$ cat src/rtl/i2c_master_transfer_sequencer_defines.svh
// Assertion helpers used by the top-level RTL module.
`ifndef I2C_MASTER_TRANSFER_SEQUENCER_DEFINES_SVH
`define I2C_MASTER_TRANSFER_SEQUENCER_DEFINES_SVH

// Property holds at every clock edge outside reset.
`define I2CMTS_ASSERT(lbl, clk, rst_n, prop, msg) \
    lbl: assert property (@(posedge clk) disable iff (!rst_n) (prop)) \
        else $error(msg);

// Antecedent in one cycle implies consequent in the next.
`define I2CMTS_ASSERT_NEXT(lbl, clk, rst_n, ante, cons, msg) \
    lbl: assert property (@(posedge clk) disable iff (!rst_n) (ante) |=> (cons)) \
        else $error(msg);

`endif

$ cat src/rtl/i2cmts_pkg.sv
package i2cmts_pkg;

    localparam int DEF_BUF_DEPTH = 32;

    // request kinds
    localparam logic [2:0] REQ_LOAD     = 3'd0;
    localparam logic [2:0] REQ_BEGIN    = 3'd1;
    localparam logic [2:0] REQ_TX_READY = 3'd2;
    localparam logic [2:0] REQ_RX_BYTE  = 3'd3;
    localparam logic [2:0] REQ_NACK     = 3'd4;

    // bus actions
    localparam logic [2:0] ACT_NONE    = 3'd0;
    localparam logic [2:0] ACT_SEND    = 3'd1;
    localparam logic [2:0] ACT_RESTART = 3'd2;
    localparam logic [2:0] ACT_STOP    = 3'd3;
    localparam logic [2:0] ACT_STORE   = 3'd4;

    // config register indexes
    localparam logic [1:0] CFG_MASTER_EN = 2'd0;
    localparam logic [1:0] CFG_TX_RETRY  = 2'd1;
    localparam logic [1:0] CFG_RX_RETRY  = 2'd2;

    localparam logic [3:0] RETRY_RESET = 4'd3;

    typedef struct packed {
        logic [2:0] action;
        logic [7:0] byte_val;   // received byte (store) or 0
        logic [4:0] byte_index;
        logic       busy;
        logic       use_mem;    // byte comes from the tx buffer read
    } t_step;

endpackage

$ cat src/rtl/i2c_master_transfer_sequencer.sv
// I2C master transfer sequencer, byte level, with NACK retry.
// Slave channel (i_s_*): one beat per request. tuser carries the request
// kind (load tx byte, begin, tx ready, rx byte, nack); tdata the operands.
// Master channel (o_m_*): exactly one result beat per request beat, in order:
// bus action in tuser, byte, byte index and busy flag in tdata.
// Config channel (i_cfg_*): register writes, always ready, to be issued only
// while the block is idle; index 0 master enable, 1 tx retry limit, 2 rx retry limit.
// Throughput: one request per cycle sustained while the receiver takes each
// result beat. A request passes through the read stage, which covers the tx
// buffer's registered read, and then the output register, which drives the
// result beat.
// The tx buffer is a BUF_DEPTH x 8 single-port-write RAM; load and send
// use separate cycles, so a byte loaded is visible to the next send.
// Transfer state (direction, length, count, tries) updates in the accept
// cycle, so back-to-back events see each other's effects.
// Reset (synchronous, active low) clears the transfer state, sets master
// enable and both retry limits to 3; buffer contents stay undefined.
// Receiver stall: the output register holds its beat; one more request can
// still enter the read stage, after which o_s_tready drops until space frees.
module i2c_master_transfer_sequencer #(
    parameter int BUF_DEPTH = i2cmts_pkg::DEF_BUF_DEPTH
) (
    input  logic        i_clk,
    input  logic        i_rst_n,
    // request channel
    input  logic        i_s_tvalid,
    output logic        o_s_tready,
    input  logic [23:0] i_s_tdata,   // direction[0], transfer_length[6:1],
                                     // byte_value[14:7], load_index[19:15], zero
    input  logic [2:0]  i_s_tuser,   // req_type[2:0]
    // result channel
    output logic        o_m_tvalid,
    input  logic        i_m_tready,
    output logic [15:0] o_m_tdata,   // byte_out[7:0], byte_index[12:8],
                                     // busy_res[13], zero
    output logic [2:0]  o_m_tuser,   // action[2:0]
    // config channel
    input  logic        i_cfg_valid,
    output logic        o_cfg_ready,
    input  logic [1:0]  i_cfg_index,
    input  logic [3:0]  i_cfg_data
);
    import i2cmts_pkg::*;
    `include "i2c_master_transfer_sequencer_defines.svh"

    localparam int AW = $clog2(BUF_DEPTH);

    logic          accept;
    t_step         step;
    logic          wr_en;
    logic [AW-1:0] wr_addr;
    logic          rd_en;
    logic [AW-1:0] rd_addr;
    logic [7:0]    mem_q;

    // read stage: holds step while the buffer read completes
    logic          r_s1_valid;
    t_step         r_s1_step;
    logic          s1_adv;

    // output register
    logic          r_out_valid;
    logic [2:0]    r_out_act;
    logic [7:0]    r_out_byte;
    logic [4:0]    r_out_idx;
    logic          r_out_busy;

    assign s1_adv     = !r_out_valid || i_m_tready;
    assign o_s_tready = !r_s1_valid || s1_adv;
    assign accept     = i_s_tvalid && o_s_tready;
    assign o_cfg_ready = 1'b1;

    i2cmts_ctrl #(
        .BUF_DEPTH (BUF_DEPTH),
        .AW        (AW)
    ) u_ctrl (
        .i_clk             (i_clk),
        .i_rst_n           (i_rst_n),
        .i_accept          (accept),
        .i_req_type        (i_s_tuser),
        .i_direction       (i_s_tdata[0]),
        .i_transfer_length (i_s_tdata[6:1]),
        .i_byte_value      (i_s_tdata[14:7]),
        .i_load_index      (i_s_tdata[19:15]),
        .i_cfg_we          (i_cfg_valid),
        .i_cfg_index       (i_cfg_index),
        .i_cfg_data        (i_cfg_data),
        .o_step            (step),
        .o_wr_en           (wr_en),
        .o_wr_addr         (wr_addr),
        .o_rd_en           (rd_en),
        .o_rd_addr         (rd_addr)
    );

    // read data is held while the stage stalls (no accept, no new read)
    i2cmts_tx_ram #(
        .BUF_DEPTH (BUF_DEPTH),
        .AW        (AW)
    ) u_ram (
        .i_clk     (i_clk),
        .i_wr_en   (wr_en),
        .i_wr_addr (wr_addr),
        .i_wr_data (i_s_tdata[14:7]),
        .i_rd_en   (rd_en),
        .i_rd_addr (rd_addr),
        .o_rd_data (mem_q)
    );

    always_ff @(posedge i_clk) begin
        if (!i_rst_n) begin
            r_s1_valid  <= 1'b0;
            r_out_valid <= 1'b0;
        end else begin
            if (accept) begin
                r_s1_valid <= 1'b1;
            end else if (s1_adv) begin
                r_s1_valid <= 1'b0;
            end
            if (s1_adv) begin
                r_out_valid <= r_s1_valid;
            end
        end
    end

    always_ff @(posedge i_clk) begin
        if (accept) begin
            r_s1_step <= step;
        end
        if (s1_adv && r_s1_valid) begin
            r_out_act  <= r_s1_step.action;
            r_out_byte <= r_s1_step.use_mem ? mem_q : r_s1_step.byte_val;
            r_out_idx  <= r_s1_step.byte_index;
            r_out_busy <= r_s1_step.busy;
        end
    end

    assign o_m_tvalid = r_out_valid;
    assign o_m_tuser  = r_out_act;
    assign o_m_tdata  = {2'b00, r_out_busy, r_out_idx, r_out_byte};

    `I2CMTS_ASSERT(a_ready_only_when_full, i_clk, i_rst_n,
        !o_s_tready |-> (r_s1_valid && r_out_valid && !i_m_tready), "ready low with room")
    `I2CMTS_ASSERT_NEXT(a_s1_kept_on_stall, i_clk, i_rst_n,
        (r_s1_valid && r_out_valid && !i_m_tready), r_s1_valid, "read stage beat lost")
    `I2CMTS_ASSERT(a_stop_clears_busy, i_clk, i_rst_n,
        (o_m_tvalid && o_m_tuser == ACT_STOP) |-> !o_m_tdata[13], "stop with busy set")
    `I2CMTS_ASSERT(a_send_while_busy, i_clk, i_rst_n,
        (o_m_tvalid && (o_m_tuser == ACT_SEND || o_m_tuser == ACT_STORE)) |-> o_m_tdata[13],
        "byte moved while not busy")

endmodule

$ cat src/rtl/i2cmts_tx_ram.sv
module i2cmts_tx_ram #(
    parameter int BUF_DEPTH = 32,
    parameter int AW        = 5
) (
    input  logic          i_clk,
    input  logic          i_wr_en,
    input  logic [AW-1:0] i_wr_addr,
    input  logic [7:0]    i_wr_data,
    input  logic          i_rd_en,
    input  logic [AW-1:0] i_rd_addr,
    output logic [7:0]    o_rd_data
);

    logic [7:0] r_mem [BUF_DEPTH];
    logic [7:0] r_q;

    always_ff @(posedge i_clk) begin
        if (i_wr_en) begin
            r_mem[i_wr_addr] <= i_wr_data;
        end
    end

    // registered read, held while not enabled
    always_ff @(posedge i_clk) begin
        if (i_rd_en) begin
            r_q <= r_mem[i_rd_addr];
        end
    end

    assign o_rd_data = r_q;

endmodule

$ cat src/rtl/i2cmts_ctrl.sv
module i2cmts_ctrl #(
    parameter int BUF_DEPTH = 32,
    parameter int AW        = 5
) (
    input  logic                i_clk,
    input  logic                i_rst_n,
    input  logic                i_accept,
    input  logic [2:0]          i_req_type,
    input  logic                i_direction,
    input  logic [5:0]          i_transfer_length,
    input  logic [7:0]          i_byte_value,
    input  logic [4:0]          i_load_index,
    input  logic                i_cfg_we,
    input  logic [1:0]          i_cfg_index,
    input  logic [3:0]          i_cfg_data,
    output i2cmts_pkg::t_step   o_step,
    output logic                o_wr_en,
    output logic [AW-1:0]       o_wr_addr,
    output logic                o_rd_en,
    output logic [AW-1:0]       o_rd_addr
);
    import i2cmts_pkg::*;

    localparam int XW = (AW > 6) ? AW : 6;
    localparam logic [XW:0] DEPTH_C = (XW+1)'(BUF_DEPTH);

    logic       r_master_en;
    logic [3:0] r_tx_limit;
    logic [3:0] r_rx_limit;
    logic       r_in_prog, n_in_prog;
    logic       r_dir_tx,  n_dir_tx;
    logic [5:0] r_len,     n_len;
    logic [5:0] r_done,    n_done;
    logic [3:0] r_tries,   n_tries;

    logic [XW:0] lidx_x;
    logic [XW:0] done_x;
    logic [XW:0] tlen_x;
    logic        active;
    logic [3:0]  limit;
    t_step       step;
    logic        wr_ok;

    assign lidx_x = (XW+1)'(i_load_index);
    assign done_x = (XW+1)'(r_done);
    assign tlen_x = (XW+1)'(i_transfer_length);
    assign active = r_in_prog && r_master_en;
    assign limit  = r_dir_tx ? r_tx_limit : r_rx_limit;

    always_comb begin
        n_in_prog       = r_in_prog;
        n_dir_tx        = r_dir_tx;
        n_len           = r_len;
        n_done          = r_done;
        n_tries         = r_tries;
        wr_ok           = 1'b0;
        step.action     = ACT_NONE;
        step.byte_val   = 8'd0;
        step.byte_index = 5'd0;
        step.use_mem    = 1'b0;
        case (i_req_type)
            REQ_LOAD: begin
                wr_ok = (lidx_x < DEPTH_C);
            end
            REQ_BEGIN: begin
                n_dir_tx  = i_direction;
                n_len     = (tlen_x > DEPTH_C) ? 6'(BUF_DEPTH) : i_transfer_length;
                n_done    = 6'd0;
                n_tries   = 4'd0;
                n_in_prog = 1'b1;
            end
            REQ_TX_READY: begin
                if (active && r_dir_tx) begin
                    if (r_done < r_len && done_x < DEPTH_C) begin
                        n_done          = r_done + 6'd1;
                        step.action     = ACT_SEND;
                        step.byte_index = r_done[4:0];
                        step.use_mem    = 1'b1;
                    end else begin
                        n_in_prog   = 1'b0;
                        step.action = ACT_STOP;
                    end
                end
            end
            REQ_RX_BYTE: begin
                if (active && !r_dir_tx) begin
                    if (r_done < r_len) begin
                        n_done          = r_done + 6'd1;
                        step.action     = ACT_STORE;
                        step.byte_val   = i_byte_value;
                        step.byte_index = r_done[4:0];
                    end else begin
                        n_in_prog   = 1'b0;
                        step.action = ACT_STOP;
                    end
                end
            end
            REQ_NACK: begin
                if (active) begin
                    if (r_tries < limit) begin
                        n_tries = r_tries + 4'd1;
                        if (r_dir_tx && r_done != 6'd0) begin
                            n_done = r_done - 6'd1;
                        end
                        step.action     = ACT_RESTART;
                        step.byte_index = n_done[4:0];
                    end else begin
                        n_in_prog   = 1'b0;
                        step.action = ACT_STOP;
                    end
                end
            end
            default: begin
            end
        endcase
        step.busy = n_in_prog;
    end

    always_ff @(posedge i_clk) begin
        if (!i_rst_n) begin
            r_in_prog   <= 1'b0;
            r_dir_tx    <= 1'b0;
            r_len       <= 6'd0;
            r_done      <= 6'd0;
            r_tries     <= 4'd0;
            r_master_en <= 1'b1;
            r_tx_limit  <= RETRY_RESET;
            r_rx_limit  <= RETRY_RESET;
        end else begin
            if (i_accept) begin
                r_in_prog <= n_in_prog;
                r_dir_tx  <= n_dir_tx;
                r_len     <= n_len;
                r_done    <= n_done;
                r_tries   <= n_tries;
            end
            if (i_cfg_we) begin
                case (i_cfg_index)
                    CFG_MASTER_EN: r_master_en <= i_cfg_data[0];
                    CFG_TX_RETRY:  r_tx_limit  <= i_cfg_data;
                    CFG_RX_RETRY:  r_rx_limit  <= i_cfg_data;
                    default: begin
                    end
                endcase
            end
        end
    end

    assign o_step    = step;
    assign o_wr_en   = i_accept && wr_ok;
    assign o_wr_addr = lidx_x[AW-1:0];
    assign o_rd_en   = i_accept && step.use_mem;
    assign o_rd_addr = done_x[AW-1:0];

endmodule
$ cat config.mk
export PLATFORM = sky130hd
export DESIGN_NAME = i2c_master_transfer_sequencer
export DESIGN_NICKNAME = d
export VERILOG_FILES = /design/src/rtl/i2cmts_pkg.sv /design/src/rtl/i2c_master_transfer_sequencer.sv /design/src/rtl/i2cmts_tx_ram.sv /design/src/rtl/i2cmts_ctrl.sv
export VERILOG_INCLUDE_DIRS = /design/src /design/src/rtl
export SDC_FILE = /design/constraint.sdc
export NUM_CORES = 1
export LEC_CHECK = 0
export ABC_AREA = 1
export ABC_CLOCK_PERIOD_IN_PS = 5800
export BUFFER_PORTS_ARGS = -buffer_cell sky130_fd_sc_hd__buf_2
export CORE_AREA = 2 2 196 140
export DETAILED_ROUTE_END_ITERATION = 6
export DIE_AREA = 0 0 198 142
export GPL_TIMING_DRIVEN = 0
export HOLD_SLACK_MARGIN = 0.08
export PLACE_DENSITY = 0.72
export SYNTH_ARGS = -nofsm -noshare
export SYNTH_HDL_FRONTEND = slang
export SYNTH_HIERARCHICAL = 1
export SYNTH_SLANG_ARGS = --single-unit
$ cat constraint.sdc
create_clock -name i_clk -period 5.8 [get_ports i_clk]
set_input_delay 0.87 -clock i_clk [delete_from_list [all_inputs] [get_ports i_clk]]
set_output_delay 0.87 -clock i_clk [all_outputs]
set_load 0.01 [all_outputs]
* Word-level counts from Yosys, hierarchy flattened *
Memories as Yosys holds them, arrays and structs flattened. A register that Yosys moved wholly into a read port is not among the register bits.
Cells that the tools add are included.

word-level totals
  memories kept = 1
  RAM bits = 256
  word-level logic and storage cells = 112
  latch bits = 0
  register bits after elaboration = 64
  ROM bits = 0
  bits of input ports = 38

cells by class
  shift-type cells = 0
  multiply operators = 0
  divide/modulo/power cells = 0
  bitwise gates (word level) = 0
  add/subtract/negate cells = 3
  reductions and logical operators = 28
  equal/unequal tests = 13
  $lt $le $gt $ge = 5
  multiplexer cells = 42

memories
  name         depth  bits a word  rd ports  clocked after memory_dff  write ports  line                 RTL
  u_ram.r_mem  32     8            1         1                         1            i2cmts_tx_ram.sv:14  logic [7:0] r_mem [BUF_DEPTH];

operator list
  kind                                                                           number
  6-bit 2-to-1 mux                                                               8
  6-bit one-hot mux with 4 select lines                                          1
  5-bit 2-to-1 mux                                                               4
  16-bit 2-to-1 mux                                                              1
  1-bit 2-to-1 mux                                                               15
  5-bit one-hot mux with 3 select lines                                          1
  2-bit by 1-bit inequality test with 1-bit output (second input constant)       7
  13-bit 2-to-1 mux                                                              1
  4-bit 2-to-1 mux                                                               3
  1-bit logical AND                                                              9
  3-bit one-hot mux with 3 select lines                                          1
  9-bit AND reduction                                                            1
  8-bit 2-to-1 mux                                                               1
  4-bit one-hot mux with 2 select lines                                          1
  2-bit AND reduction                                                            4
  8-bit AND reduction                                                            1
  6-bit by 1-bit adder with 6-bit output (second input constant)                 1
  3-bit by 2-bit == test with 1-bit output (second input constant)               2
  6-bit greater-than comparator (second input constant)                          1
  5-bit by 6-bit less-than comparator with 1-bit output (second input constant)  1
  6-bit less-than comparator                                                     1
  6-bit less-than comparator (second input constant)                             1
  3-bit 2-to-1 mux                                                               2
  6-bit nonzero test                                                             1
  other kinds (17)                                                               22

* Longest topological paths before layout *
  depth in word-level cells = 7
  gate-level depth with buffers = 13
  depth with buffers taken out = 13

* Cells and area by module *
Netlist, hierarchy kept.

by module, submodules not included
  module                         area each (um^2)  sequential area each (um^2)  cells each  instances
  i2cmts_tx_ram                  10,866.7          7,927.6                      922         1
  i2cmts_ctrl                    2,094.5           540.5                        330         1
  i2c_master_transfer_sequencer  1,286.2           1,091.0                      79          1

* Least setup slack after synthesis *
No wires, ideal clock.

  kind = input to register
  from = in i_m_tready
  to = mem u_ram.r_mem[11][0], enable pin
  stages on the path = 8
  arrival time = 2.885 ns
  setup slack = 2.544 ns
  path buffers = 0
  cell sequence = inv_1 nand3_1 nand2_1 inv_1 inv_1 nor4_1 nand3_1 nor2_1

between the ends
  longest elaborated chain between the ends = 6

RTL lines
  element                                 line                                 RTL
  start, declared                         i2c_master_transfer_sequencer.sv:33  input logic i_m_tready,
  1-bit logical OR                        i2c_master_transfer_sequencer.sv:68  assign s1_adv = !r_out_valid || i_m_tready;
  1-bit logical OR                        i2c_master_transfer_sequencer.sv:69  assign o_s_tready = !r_s1_valid || s1_adv;
  named net o_s_tready                    i2c_master_transfer_sequencer.sv:27  output logic o_s_tready,
  1-bit logical AND                       i2c_master_transfer_sequencer.sv:70  assign accept = i_s_tvalid && o_s_tready;
  named net accept                        i2c_master_transfer_sequencer.sv:48  logic accept;
  1-bit logical AND                       i2cmts_ctrl.sv:150                   assign o_wr_en = i_accept && wr_ok;
  named net wr_en                         i2c_master_transfer_sequencer.sv:50  logic wr_en;
  1-bit 2-to-1 mux                        i2cmts_tx_ram.sv:18                  if (i_wr_en) begin
  1-bit 2-to-1 mux (implied by the code)  i2cmts_tx_ram.sv:19                  r_mem[i_wr_addr] <= i_wr_data;
  end, declared                           i2cmts_tx_ram.sv:14

The timed path passes the listed nets, and every way through them passes these cells.

* Final worst setup path *
  from = in i_m_tready
  to = mem u_ram.r_mem[18][5], enable pin

between the ends
  longest elaborated chain between the ends = 6

RTL lines
  element                                 line
  1-bit logical OR                        i2c_master_transfer_sequencer.sv:68
  1-bit logical OR                        i2c_master_transfer_sequencer.sv:69
  1-bit logical AND                       i2c_master_transfer_sequencer.sv:70
  named net accept                        i2c_master_transfer_sequencer.sv:48
  1-bit logical AND                       i2cmts_ctrl.sv:150
  named net wr_en                         i2c_master_transfer_sequencer.sv:50
  1-bit 2-to-1 mux                        i2cmts_tx_ram.sv:18
  1-bit 2-to-1 mux (implied by the code)  i2cmts_tx_ram.sv:19

The timed path passes the listed nets, and every way through them passes these cells.

==> results.json <==
{
  "cp_max_fo": 20,
  "die-area_sq_um": 28100,
  "drcViolationCount": 0,
  "rows": 50,
  "dp_slack_ns": 0.951,
  "cts_tree": "yes",
  "io_buffers": 47,
  "cp.depth": 9,
  "grt_pass1_vias": 8907,
  "coreArea_sq_um": 26300,
  "wirelength_mm": 34.8,
  "synthAdderAreaFrac_pct": 1.05,
  "setup_tns_ns": 0,
  "cp_top_family": "simple AND/OR/NAND/NOR gates",
  "syn_area_per_cell_sq_um": 10.7,
  "die_w_um": 198,
  "ys_seq_area_share_pct": 67.1,
  "vias": 10039,
  "clock_latency_ns": 0.56,
  "crit_chain": "buf_2 -> inv_1 -> nand3_1 -> nand2_1 -> inv_1 -> inv_1 -> nor4_1 -> nand3_1 -> nor2_1",
  "grt_pass1_wl_mm": 52.6,
  "synth_simple_gate_area_share_pct": 23.0,
  "netlist_instances": 1331,
  "setup_slack_ns": 1.43,
  "async_flop_share_pct": 0,
  "fin_skew_ns": 0.00813,
  "synth_compound_area_share_pct": 2.32,
  "first_iter_violations": 1385,
  "relSlewSlack_pct": 20.4,
  "endpoint_kind": "register",
  "cts-resized-gates": 0,
  "detail-route-antenna-nets": 0,
  "status": "complete, no violations",
  "max_cap_viol_count": 0,
  "cts_hold_buf": 0,
  "critPathBufInv": 4,
  "clock_power_share_pct": 38.0,
  "p_sw_w": 0.00119,
  "wire_per_inst_um": 19.3,
  "tightest_slew_ns": 1.18,
  "cts_buffer_depth": 3,
  "holdPathStages": 0,
  "postCtsSetupBuffers": 0,
  "crit_type": "input port to register",
  "slew_violations": 0,
  "combPwrFrac_pct": 9.7,
  "fin_nets": 1462,
  "intPower_w": 0.00382,
  "synth_cell_types": 38,
  "grt_setup_unrepaired": "no",
  "synth_edf_count": 299,
  "grt_max_degree": 34,
  "antenna_found_initial": 0,
  "finalHoldViolCount": 0,
  "worstPathRequired_ns": 5.98,
  "ios": 60,
  "fmax_ghz": 0.229,
  "power.leakage_nw": 6.20,
  "synth_xor_area_share_pct": 0.492,
  "period_share_pct": 75.4,
  "fin_util_pct": 60.3,
  "gp_congestion": 0.936,
  "cts.root.buffer_cell": "clkbuf_16",
  "via_per_inst": 5.58,
  "htree_levels": 1,
  "synth-seq-cells": 328,
  "power-per-cell-area_nw_per_um2": 315,
  "crit_slowest_cell": "nor4_1",
  "overflow": 0,
  "synth-main-ff-cell": "edfxtp_1",
  "cts_sinks": 328,
  "drtPass1Iterations": 6,
  "initial_core_util_pct": 54.1,
  "fp.dieH_um": 142,
  "antennaDiodeCount": 0,
  "min_path_type": "register to register",
  "cts_buffers": 31,
  "seqPwrFrac_pct": 52.3,
  "period_needed_ns": 4.37,
  "synth_top_family_by_area": "simple AND/OR/NAND/NOR gates",
  "worstPathArrival_ns": 4.55,
  "dpl.hpwl_mm": 23.3,
  "area_growth_pct": 11.5,
  "p_sw_share_pct": 23.7,
  "critPathLaunchType": "input port",
  "synthMuxAreaShare_pct": 0.0703,
  "yosysWarningCount": 6,
  "cp_common_cell": "inv_1",
  "reg2regPathDepth": 7,
  "cpPeakStageDelay_ns": 1.02,
  "path_clk_slew_ns": 0.06,
  "drive_above_1_share_pct": 12.2,
  "grt_usage_pct": 25.2,
  "ir_drop_mv": 0.236,
  "syn_area_sq_um": 14200,
  "setup_viol": 0
}
[metal layers]
| metal | global-route usage [%] | vias to the layer above | part of all wire, % |
|---|---|---|---|
| met4 | 5.07 | 0 | 1.5 |
| li1 | - | 4696 | - |
| met3 | 3.89 | 41 | 11 |
| met2 | 36.0 | 474 | 42 |
| met1 | 41.0 | 4828 | 46 |
| met5 | 0 | - | 0 |
[layout by cell type, fill, tap and decap left out, types with 6 or more instances in the layout]
master,netlist,final
nand2_1,447,447
edfxtp_1,299,299
nand3_1,231,231
nor2_1,70,70
inv_1,69,69
buf_2,17,64
o21ai_0,31,31
clkbuf_16,0,31
dfxtp_1,29,29
buf_6,25,25
a21oi_1,22,21
buf_4,19,19
clkbuf_1,7,14
ha_1,12,12
inv_2,9,9
clkinv_1,0,6
clkinv_2,0,6
xor2_1,6,6
[sequential cells by signal, summed over array words and instances, names as in the netlist, 3 cells and up]
signal / count
u_ram/r_mem: 256
r_s1_step: 18
r_out_byte: 8
u_ram/o_rd_data: 8
u_ctrl/r_done: 6
u_ctrl/r_len: 6
r_out_idx: 5
u_ctrl/r_rx_limit: 4
u_ctrl/r_tries: 4
u_ctrl/r_tx_limit: 4
o_m_tuser: 3
[path summary, 6_finish.rpt]
check,from,endpoint,slack (ns)
max,i_m_tready,u_ram/r_mem[18][5],1.43
min,r_s1_step[1],r_out_busy,0.42
max reg2reg,o_m_tvalid,u_ram/r_mem[18][5],1.51
min reg2reg,r_s1_step[1],r_out_busy,0.42
[Yosys cell counts, types with 3 or more instances]
library cell | number | area (sq um)
nand2_1 | 447 | 1680
nand4_1 | 4 | 25.0
buf_1 | 3 | 11.3
nor2_1 | 70 | 263
o21ai_0 | 31 | 155
nand2_2 | 3 | 18.8
nor2_2 | 4 | 25.0
buf_4 | 19 | 143
ha_1 | 12 | 150
clkbuf_1 | 7 | 26.3
dfxtp_1 | 29 | 581
inv_2 | 9 | 33.8
a21oi_1 | 22 | 110
buf_6 | 25 | 282
xor2_1 | 6 | 52.6
inv_1 | 69 | 259
buf_2 | 17 | 85.1
nand3_1 | 231 | 1160
edfxtp_1 | 299 | 8980
[area by class of cell]
class	instances	area [sq um]
Clock buffer	38	802
Buffer	71	547
Tap cell	364	455
Multi-Input combinational cell	855	3860
Fill cell	2143	10500
Clock inverter	18	140
Inverter	78	293
Timing Repair Buffer	47	235
Sequential cell	328	9560
[metrics by stage]
| step | instance area (sq um) | hold WS (ns) | cells | power, W |
|---|---|---|---|---|
| 2_1_floorplan | 14300 | 0.400 | 1332 | 0.00297 |
| 3_3_place_gp | 14900 | 0.401 | 1743 | 0.00313 |
| 3_5_place_dp | 14900 | 0.407 | 1743 | 0.00314 |
| 4_1_cts | 15900 | 0.421 | 1799 | 0.00502 |
| 5_1_grt | 15900 | 0.425 | 1799 | 0.00517 |
| 6_report | 15900 | 0.421 | 1799 | 0.00500 |
[worst reg2reg max path, cell delays in order, from the launching register on]
cell and delay [ns]:
dfxtp_1 0.34, nand3_1 0.13, nand2_1 0.06, inv_1 0.57
inv_1 0.31, nor4_1 1.02, nand3_1 0.56, nor2_1 0.91
[logic make-up (layout without fill, tap and decap cells)]
| group | Yosys count | count (layout) |
|---|---|---|
| multiplexers | 1 | 1 |
| adder cells (fa/ha/maj) | 12 | 12 |
| AND/OR/NAND/NOR | 770 | 770 |
| other | 2 | 3 |
| XOR/XNOR | 8 | 8 |
| flip-flops | 328 | 328 |
| AO/OA/AOI/OAI | 61 | 61 |
| buffers and inverters | 149 | 252 |
[power by group through the flow]
| stage | clock, W | combinational, W | sequential, W |
|---|---|---|---|
| 2_1_floorplan | 0 | 0.000302 | 0.00267 |
| 6_report | 0.00190 | 0.000486 | 0.00262 |
| 3_3_place_gp | 0 | 0.000462 | 0.00267 |
| 3_5_place_dp | 0 | 0.000472 | 0.00267 |
| 5_1_grt | 0.00201 | 0.000534 | 0.00262 |
| 4_1_cts | 0.00193 | 0.000476 | 0.00262 |
(Power assumes the default switching activity.)
